`src/sacrr_pkg.sv`:
```
`default_nettype none
package sacrr_pkg;

  localparam int ADDR_W     = 32;
  localparam int OFF_W      = 2;
  localparam int WAYS       = 4;
  localparam int WAY_W      = 2;
  localparam int SETS       = 256;
  localparam int SET_W      = 8;
  localparam int TAG_W      = ADDR_W - OFF_W;
  localparam int IW_W       = 4;
  localparam int NW_W       = 3;
  localparam int CNT_W      = 32;
  localparam int META_W     = WAY_W + WAYS;
  localparam int CFG_IDX_W  = 2;
  localparam int CFG_DATA_W = 4;
  localparam int QDEPTH     = 2;
  localparam int QPTR_W     = 1;
  localparam int RES_W      = 2 + WAY_W + 2 * CNT_W;
  localparam int OUT_DATA_W = ((RES_W + 7) / 8) * 8;
  localparam int OUT_PAD_W  = OUT_DATA_W - RES_W;

  localparam logic [CFG_IDX_W-1:0] REG_INDEX_WIDTH = 2'd0;
  localparam logic [CFG_IDX_W-1:0] REG_WAYS_IN_USE = 2'd1;

  localparam logic [IW_W-1:0] IW_RESET = 4'd8;
  localparam logic [IW_W-1:0] IW_MAX   = IW_W'(SET_W);
  localparam logic [NW_W-1:0] NW_RESET = 3'd4;
  localparam logic [NW_W-1:0] NW_MAX   = NW_W'(WAYS);

  typedef struct packed {
    logic [SET_W-1:0] set;
    logic [TAG_W-1:0] tag;
  } req_t;

  typedef struct packed {
    logic [CNT_W-1:0] miss_total;
    logic [CNT_W-1:0] hit_total;
    logic [WAY_W-1:0] way_used;
    logic             filled_empty;
    logic             is_hit;
  } result_t;

endpackage
`default_nettype wire

```
`src/sacrr_front.sv`:
```
`default_nettype none
module sacrr_front (
  input  wire                             clk,
  input  wire                             rst_n,
  input  wire                             cfg_valid,
  output logic                            cfg_ready,
  input  wire [sacrr_pkg::CFG_IDX_W-1:0]  cfg_index,
  input  wire [sacrr_pkg::CFG_DATA_W-1:0] cfg_data,
  input  wire                             in_tvalid,
  output logic                            in_tready,
  input  wire [sacrr_pkg::ADDR_W-1:0]     in_tdata,
  input  wire                             q_full,
  input  wire                             clearing,
  output logic                            push,
  output sacrr_pkg::req_t                 push_req,
  output logic [sacrr_pkg::NW_W-1:0]      ways_eff
);
  import sacrr_pkg::*;

  logic [IW_W-1:0]  iw_r, iw_nxt;
  logic [NW_W-1:0]  nw_r, nw_nxt;
  logic [IW_W-1:0]  iw_eff;
  logic [SET_W-1:0] set_mask;

  assign cfg_ready = 1'b1;

  always_comb begin
    iw_nxt = iw_r;
    nw_nxt = nw_r;
    if (cfg_valid) begin
      case (cfg_index)
        REG_INDEX_WIDTH: iw_nxt = cfg_data[IW_W-1:0];
        REG_WAYS_IN_USE: nw_nxt = cfg_data[NW_W-1:0];
        default: ;
      endcase
    end
  end

  always_ff @(posedge clk) begin
    if (!rst_n) begin
      iw_r <= IW_RESET;
      nw_r <= NW_RESET;
    end else begin
      iw_r <= iw_nxt;
      nw_r <= nw_nxt;
    end
  end

  // saturate the register fields to what the arrays hold
  assign iw_eff = (iw_r > IW_MAX) ? IW_MAX : iw_r;

  always_comb begin
    if (nw_r == '0) begin
      ways_eff = NW_W'(1);
    end else if (nw_r > NW_MAX) begin
      ways_eff = NW_MAX;
    end else begin
      ways_eff = nw_r;
    end
  end

  assign set_mask     = ~({SET_W{1'b1}} << iw_eff);
  assign push_req.set = in_tdata[OFF_W +: SET_W] & set_mask;
  assign push_req.tag = in_tdata[ADDR_W-1:OFF_W] >> iw_eff;

  assign in_tready = !q_full && !clearing;
  assign push      = in_tvalid && in_tready;

endmodule
`default_nettype wire

```
`config.mk`:
```
export PLATFORM = sky130hd
export DESIGN_NAME = sacrr_front
export DESIGN_NICKNAME = d
export VERILOG_FILES = /design/src/sacrr_pkg.sv /design/src/sacrr_front.sv
export SDC_FILE = /design/constraint.sdc
export NUM_CORES = 1
export LEC_CHECK = 0
export BUFFER_PORTS_ARGS = -buffer_cell sky130_fd_sc_hd__clkbuf_2
export CAP_MARGIN = 20
export CORE_AREA = 2 2 87 64
export CTS_BUF_LIST = sky130_fd_sc_hd__clkbuf_8
export CTS_CLUSTER_SIZE = 24
export DETAILED_ROUTE_END_ITERATION = 16
export DIE_AREA = 0 0 89 66
export PLACE_DENSITY = 0.79
export SYNTH_ARGS = -nofsm -noshare
export SYNTH_HDL_FRONTEND = slang
export SYNTH_SLANG_ARGS = --single-unit
```
`constraint.sdc`:
```
create_clock -name clk -period 3 [get_ports clk]
set_input_delay 0.3 -clock clk [delete_from_list [all_inputs] [get_ports clk]]
set_output_delay 0.3 -clock clk [all_outputs]
set_load 0.01 [all_outputs]
```
==> results_dict.tcl, run 1 <==
set metrics [dict create \
    syn_inst 276 \
    detail_route.wl_per_cell_um 16.9 \
    finClkSkew_ns 0 \
    clkSinkCount 7 \
    hpwl_um 5210 \
    synth_top_area_cell "mux2i_1" \
    rsz0062_at_grt "no" \
    final.period_utilization 0.854 \
    synth_area_per_cell_um2 7.14 \
    synth.top_cell.area_share 0.152 \
    crit_required_ns 2.70 \
    antenna_cells 0 \
    initial_utilization 0.389 \
    arrival_ns 2.26 \
    cts_root_buf "clkbuf_8" \
    synth_area_um2 1970 \
    rows 22 \
    die_area_um2 5870 \
    coreArea_um2 5060 \
    chipHeight_um 66 \
    critical_path_class "reg -> out" \
    drc 0 \
    synth_area_leaders "mux2i_1 15%, dfxtp_1 7.1%, mux2_2 6.3%, nand2_1 6.1%, nor2b_1 4.4%" \
    ios 88 \
    final_common_cell "clkbuf_2" \
    synth_seq_cells 7 \
    end_kind "output pin" \
    grt_pass1_vias 2145 \
    synth_flop_cell "dfxtp_1" \
    cp_cell_sequence "nand2b_1, buf_4, a2111oi_0, or3_1, o31ai_1, clkbuf_2" \
    leakagePower_nw 1.04 \
    min_path_type "in -> reg" \
    status "finished clean" \
    antenna_found_initial 0 \
    layout_setup_ws_ns 0.439 \
    synth_edf_count 0 \
    ctsHoldBuffers 0 \
    ys_warn_count 0 \
    cts_buffers 3 \
    firstDrtPassIters 5 \
    routed_wl_um 7080 \
    syn-num-nets 320 \
    pre_cts_slack_ns 0.688 \
    synth_cell_types 51 \
    track_usage 0.234 \
    ctsResizeCount 0 \
    cp-start-kind "flop" \
    gp_congestion 0.921 \
    cp_slowest_cell "or3_1" \
    finalSetupViolations 0 \
    io_buffers 84 \
    path_buf_inv 2 \
    ys_seq_area_frac 0.0711 \
    cpPeakStageDelay_ns 0.40 \
    layout-drive-gt1-share 0.327 \
    h-tree-depth 1 \
    finalMaxSlewViolations 0 \
    grt_pass1_wl_um 11100 \
    mostFrequentLayoutCells "84 x clkbuf_2, 32 x nand2_1, 30 x mux2i_1, 16 x o21ai_0, 15 x nor3_1" \
    fin_crit_ns 2.56 \
    setup_tns_ns 0 \
    powerDensity_nw_per_um2 206 \
    via_count 2575 \
    clk_pin_slew_ns 0.04 \
    maxSlewHeadroom 0.476 \
    critPathMaxFanout 11 \
    tritoncts "yes" \
    tightest_slew_ns 0.785 \
    drt-initial-drc-count 356 \
    path_delay_family "simple AND/OR/NAND/NOR gates" \
    nNetsFinal 391 \
    grt_max_degree 38 \
    irDropWorstVdd_mv 0.128 \
    die-width_um 89 \
    finalHoldViolCount 0 \
    clk_path_buf_depth 2 \
    cts_setup_buffers 0 \
    ant_nets 0 \
    synthArstFlopShare 0 \
    overflow 0 \
    via_per_inst 6.16 \
    max_clock_freq_mhz 391 \
    area_delta_synth_final_pct 24.7 \
    maxCapViolations 0 \
    clock_latency_ns 0.22 \
]
-- worst paths after layout --
kind / start / to / slack (ns) / depth (start not counted)
setup / recovery: iw_r[1] / push_req[4] / 0.44 / 6
hold / removal: rst_n / nw_r[2] / 0.30 / 2
setup reg to reg: iw_r[3] / iw_r[3] / 1.61 / 3
hold reg to reg: nw_r[2] / nw_r[2] / 0.54 / 2
-- sequential cells by signal (all words and copies together) (netlist names) --
register and cells:
iw_r 4, nw_r 3
-- final cells by class --
type                       count  area [um^2]
fill                         526         2610
multi-input combinational    231         1640
timing repair buffer          97          518
sequential                     7          140
tap                           72         90.1
clock buffer                   3         41.3
inverter                       7         26.3
clock inverter                 1         3.75
-- where the power goes --
| part | internal [mW] | switching, mW | total, mW |
|---|---|---|---|
| combinational | 0.120 | 0.158 | 0.278 |
| clock | 0.0884 | 0.0403 | 0.129 |
| sequential | 0.0970 | 0.00276 | 0.0997 |
| total | 0.305 | 0.201 | 0.507 |
-- layer usage --
layer / GRT usage / wire, um / share of wire / vias up
li1: - / - / - / 1200
met1: 0.370 / 3180 / 0.45 / 1194
met2: 0.331 / 3000 / 0.42 / 168
met3: 0.0300 / 797 / 0.11 / 13
met4: 0.0466 / 106 / 0.015 / 0
met5: 0 / 0 / 0 / -
-- cell families (layout without fill, tap and decap cells) --
group	after synthesis	in the layout	share of synthesized area
simple gates	96	96	0.249
compound gates	91	91	0.343
mux	43	43	0.238
buf+inv	38	108	0.0971
flops	7	7	0.0711
other cells	1	1	0.00190
-- synthesized netlist by cell type (3+ instances only) --
cell type  instances
a211oi_1          11
a21boi_0           5
a21oi_1            7
a221o_1            5
a22oi_1            4
a311oi_1           3
and2_1             3
and3_1             3
and3b_1            5
buf_2             12
buf_4              7
clkbuf_1          11
dfxtp_1            7
inv_1              6
mux2_2            11
mux2i_1           30
nand2_1           32
nand3_1            4
nor2_1            10
nor2b_1           14
nor3_1            15
o211ai_1           8
o21ai_0           16
o22ai_1            3
o31ai_1            4
o32a_1             6
-- stage by stage --
step / util / instances / power (mW) / hold slack [ns] / instance area, um^2
floorplan: - / 276 / 0.263 / 0.362 / 1970
global placement: 0.477 / 414 / 0.370 / 0.502 / 2410
detailed placement: 0.477 / 414 / 0.374 / 0.520 / 2410
CTS: 0.486 / 418 / 0.505 / 0.295 / 2460
global route: 0.486 / 418 / 0.541 / 0.300 / 2460
finish: 0.486 / 418 / 0.507 / 0.295 / 2460
(Power assumes the default switching activity.)
==> run 2, diff against run 1 <==
==> constraint.sdc (replaced) <==
create_clock -name clk -period 2.9 [get_ports clk]
set_input_delay 0.29 -clock clk [delete_from_list [all_inputs] [get_ports clk]]
set_output_delay 0.29 -clock clk [all_outputs]
set_load 0.01 [all_outputs]
==> run 2 against run 1 <==
Non-clock buffer count decreased by 1. Flip-flop and latch count unchanged. Critical path type unchanged. Combinational power increased by 4%. Die area unchanged. Highest routed layer unchanged.
==> results_dict.tcl, run 2 (synthesized netlist as in run 1, its figures left out) <==
set metrics [dict create \
    cts_buffers 3 \
    r2r_cells 4 \
    initial_utilization 0.389 \
    internal_power_mw 0.316 \
    finalHoldViolCount 0 \
    final.period_utilization 0.876 \
    clk_path_buf_depth 2 \
    drc 0 \
    tritoncts "yes" \
    grt_pass1_wl_um 11100 \
    die_area_um2 5870 \
    rows 22 \
    final_common_cell "clkbuf_2" \
    mostFrequentLayoutCells "84 x clkbuf_2, 32 x nand2_1, 30 x mux2i_1, 16 x o21ai_0, 15 x nor3_1" \
    setup_tns_ns 0 \
    track_usage 0.234 \
    cp-start-kind "flop" \
    maxSlewHeadroom 0.416 \
    h-tree-depth 1 \
    critPathMaxFanout 37 \
    holdPathStages 3 \
    firstDrtPassIters 5 \
    pre_cts_slack_ns 0.659 \
    power_frac_comb 0.550 \
    leakagePower_nw 1.03 \
    arrival_ns 2.25 \
    nNetsFinal 390 \
    rsz0062_at_grt "no" \
    clock_latency_ns 0.23 \
    io_buffers 84 \
    p_seq_frac 0.197 \
    ctsHoldBuffers 0 \
    p_total_mw 0.526 \
    cts_setup_buffers 0 \
    min_path_type "in -> reg" \
    cts_root_buf "clkbuf_8" \
    largest_register_ffs 4 \
    via_per_inst 6.28 \
    area_delta_synth_final_pct 24.4 \
    maxCapViolations 0 \
    via_count 2617 \
    layout_setup_ws_ns 0.359 \
    status "finished clean" \
    die-width_um 89 \
    layout-drive-gt1-share 0.325 \
    tightest_slew_ns 0.875 \
    p_clk_frac 0.253 \
    grt_max_degree 38 \
    clkSinkCount 7 \
    finalMaxSlewViolations 0 \
    coreArea_um2 5060 \
    irDropWorstVdd_mv 0.133 \
    clk_pin_slew_ns 0.04 \
    ios 88 \
    top_register "iw_r" \
    routed_wl_um 7250 \
    antenna_found_initial 0 \
    ctsResizeCount 0 \
    max_clock_freq_mhz 394 \
    gp_congestion 0.939 \
    end_kind "output pin" \
    fin_crit_ns 2.54 \
    swShare 0.399 \
    detail_route.wl_per_cell_um 17.4 \
    powerDensity_nw_per_um2 214 \
    antenna_cells 0 \
    overflow 0 \
    ant_nets 0 \
    netSwitchingPower_mw 0.210 \
    chipHeight_um 66 \
    drt-initial-drc-count 356 \
    hpwl_um 5270 \
    critical_path_class "reg -> out" \
    finalSetupViolations 0 \
    finClkSkew_ns 0 \
    top_regs "iw_r (4), nw_r (3)" \
    crit_required_ns 2.61 \
    grt_pass1_vias 2221 \
]
run 2: metal layers:
metal  global-route usage  part of all wire
met5                    0                 0
met4               0.0634             0.012
met3               0.0275              0.13
met2                0.339              0.43
met1                0.360              0.43
run 2: area by class of cell:
type	count	area [um^2]
Sequential cell	7	140
Fill cell	540	2610
Timing Repair Buffer	96	510
Tap cell	72	90.1
Clock buffer	3	41.3
Multi-Input combinational cell	231	1640
Inverter	7	26.3
Clock inverter	1	3.75
run 2: critical path, cell delays in order (launching register included):
cell	delay, ns
dfxtp_1	0.47
buf_4	0.44
mux2_2	0.40
nand3_1	0.08
o311ai_0	0.26
o22a_1	0.25
clkbuf_2	0.13
run 2: path summary, 6_finish.rpt:
kind                    start     endpoint  slack [ns]
setup / recovery      iw_r[1]  push_req[5]        0.36
hold / removal    cfg_data[3]      iw_r[3]        0.29
setup reg to reg      iw_r[3]      iw_r[3]        1.57
hold reg to reg       nw_r[0]      nw_r[0]        0.54
run 2: power by group through the flow:
stage | Combinational, mW | Clock [mW] | Sequential [mW]
floorplan | 0.168 | 0 | 0.104
global placement | 0.278 | 0 | 0.105
detailed placement | 0.283 | 0 | 0.105
CTS | 0.284 | 0.133 | 0.104
global route | 0.311 | 0.141 | 0.104
finish | 0.289 | 0.133 | 0.104
run 2: stage by stage:
step | hold WS (ns) | utilization | cells | area [um^2]
CTS | 0.294 | 0.484 | 417 | 2450
global route | 0.325 | 0.484 | 417 | 2450
global placement | 0.508 | 0.475 | 413 | 2410
floorplan | 0.352 | - | 276 | 1970
detailed placement | 0.526 | 0.475 | 413 | 2410
finish | 0.291 | 0.484 | 417 | 2450
==> run 3, diff against run 2 <==
==> constraint.sdc (replaced) <==
create_clock -name clk -period 2.7 [get_ports clk]
set_input_delay 0.27 -clock clk [delete_from_list [all_inputs] [get_ports clk]]
set_output_delay 0.27 -clock clk [all_outputs]
set_load 0.01 [all_outputs]
==> run 3 against run 2 <==
Count of clock-buffer cells in the layout stayed put. Highest routed layer unchanged. Combinational power grew 7.6%. Global-route usage is 0.73 points higher. Power grew 8.3%. First-iteration DRC count shrank 17%.
==> results_dict.tcl, run 3 (synthesized netlist as in run 1, its figures left out) <==
set metrics [dict create \
    status "finished clean" \
    io_buffers 84 \
    tightest_slew_ns 0.821 \
    finClkSkew_ns 0 \
    hpwl_um 5600 \
    clkSinkCount 7 \
    grt_pass1_vias 2287 \
    top_register "iw_r" \
    ctsHoldBuffers 0 \
    min_to "iw_r[3]" \
    grt_max_degree 33 \
    r2r_cells 3 \
    clk_path_buf_depth 2 \
    mostFrequentLayoutCells "84 x clkbuf_2, 32 x nand2_1, 30 x mux2i_1, 21 x buf_4, 16 x o21ai_0" \
    rr_endpoint "iw_r[3]" \
    finalMaxSlewViolations 0 \
    critical_path_class "reg -> out" \
    r2r-start "iw_r[3]" \
    multiInputGateArea_um2 1640 \
    routed_wl_um 7330 \
    area_delta_synth_final_pct 27.8 \
    maxCapViolations 0 \
    finalInstanceArea_um2 2520 \
    h-tree-depth 1 \
    ant_nets 0 \
    antenna_found_initial 0 \
    ios 88 \
    coreArea_um2 5060 \
    final_common_cell "clkbuf_2" \
    min_path_type "in -> reg" \
    drt-initial-drc-count 297 \
    crit_required_ns 2.43 \
    arrival_ns 2.21 \
    dpl_cell_area_um2 2470 \
    die_area_um2 5870 \
    detail_route.wl_per_cell_um 17.2 \
    nNetsFinal 399 \
    ctsResizeCount 0 \
    antenna_cells 0 \
    grt_pass1_wl_um 11400 \
    final.period_utilization 0.920 \
    end_kind "output pin" \
    rsz0062_at_grt "no" \
    critPathMaxFanout 10 \
    layout-drive-gt1-share 0.342 \
    gp_congestion 0.968 \
    via_count 2559 \
    overflow 0 \
    drc 0 \
    min-delay-start "cfg_data[3]" \
    finalHoldViolCount 0 \
    cts_buffers 3 \
    max_clock_freq_mhz 403 \
    cp-start-kind "flop" \
    via_per_inst 6.01 \
    rows 22 \
    cts_setup_buffers 0 \
    die-width_um 89 \
    leakagePower_nw 1.08 \
    clock_latency_ns 0.22 \
    setup_tns_ns 0 \
    initial_utilization 0.389 \
    firstDrtPassIters 5 \
    r2r_setup_slack_ns 1.49 \
    maxSlewHeadroom 0.452 \
    chipHeight_um 66 \
    powerDensity_nw_per_um2 226 \
    top_regs "iw_r (4), nw_r (3)" \
    fillers 541 \
    holdPathStages 3 \
    irDropWorstVdd_mv 0.163 \
    layout.area.seq_um2 140 \
    largest_register_ffs 4 \
    finalSetupViolations 0 \
    post-route-util 0.498 \
    tritoncts "yes" \
    fin_crit_ns 2.48 \
    clk_pin_slew_ns 0.04 \
    cts_root_buf "clkbuf_8" \
    track_usage 0.242 \
]
[run 3: through the flow]
stage | power, mW | std cells | hold slack (ns) | worst slack (ns)
3_3_place_gp | 0.416 | 422 | 0.489 | 0.514
2_1_floorplan | 0.292 | 276 | 0.332 | 0.924
3_5_place_dp | 0.420 | 422 | 0.502 | 0.498
6_report | 0.569 | 426 | 0.281 | 0.216
4_1_cts | 0.566 | 426 | 0.277 | 0.263
5_1_grt | 0.606 | 426 | 0.292 | 0.0701
[run 3: report_power, final]
part / leakage [nW] / switching [mW] / internal (mW) / total, mW
sequential: 0.0570 / 0.00644 / 0.108 / 0.114
clock: 0.0269 / 0.0458 / 0.0983 / 0.144
combinational: 0.992 / 0.175 / 0.136 / 0.311
[run 3: how the worst max path moves through the flow]
| stage | start | to | slack, ns | cells past startpoint |
|---|---|---|---|---|
| floorplan | iw_r[0] | push_req[4] | 0.92 | 6 |
| global placement | iw_r[3] | push_req[17] | 0.51 | 6 |
| detailed placement | iw_r[3] | push_req[6] | 0.50 | 6 |
| CTS | iw_r[3] | push_req[4] | 0.26 | 5 |
| global route | iw_r[3] | push_req[6] | 0.07 | 6 |
| finish | iw_r[3] | push_req[6] | 0.22 | 6 |
[run 3: critical path, stage by stage (launching register included)]
cell	delay (ns)
dfxtp_1	0.53
nand2b_1	0.37
buf_4	0.21
mux2_2	0.33
o21ai_0	0.22
o21ai_0	0.16
clkbuf_2	0.17
[run 3: layout make-up]
cell class                      instances  area share
Clock buffer                            3      0.0164
Clock inverter                          1     0.00149
Inverter                                7      0.0104
Multi-Input combinational cell        231       0.651
Sequential cell                         7      0.0556
Tap cell                               72      0.0357
Timing Repair Buffer                  105       0.229
[run 3: routing by layer]
layer,part of all wire,global-route usage
met1,0.48,0.383
met5,0,0
met3,0.066,0.0237
met2,0.44,0.351
met4,0.0086,0.0410
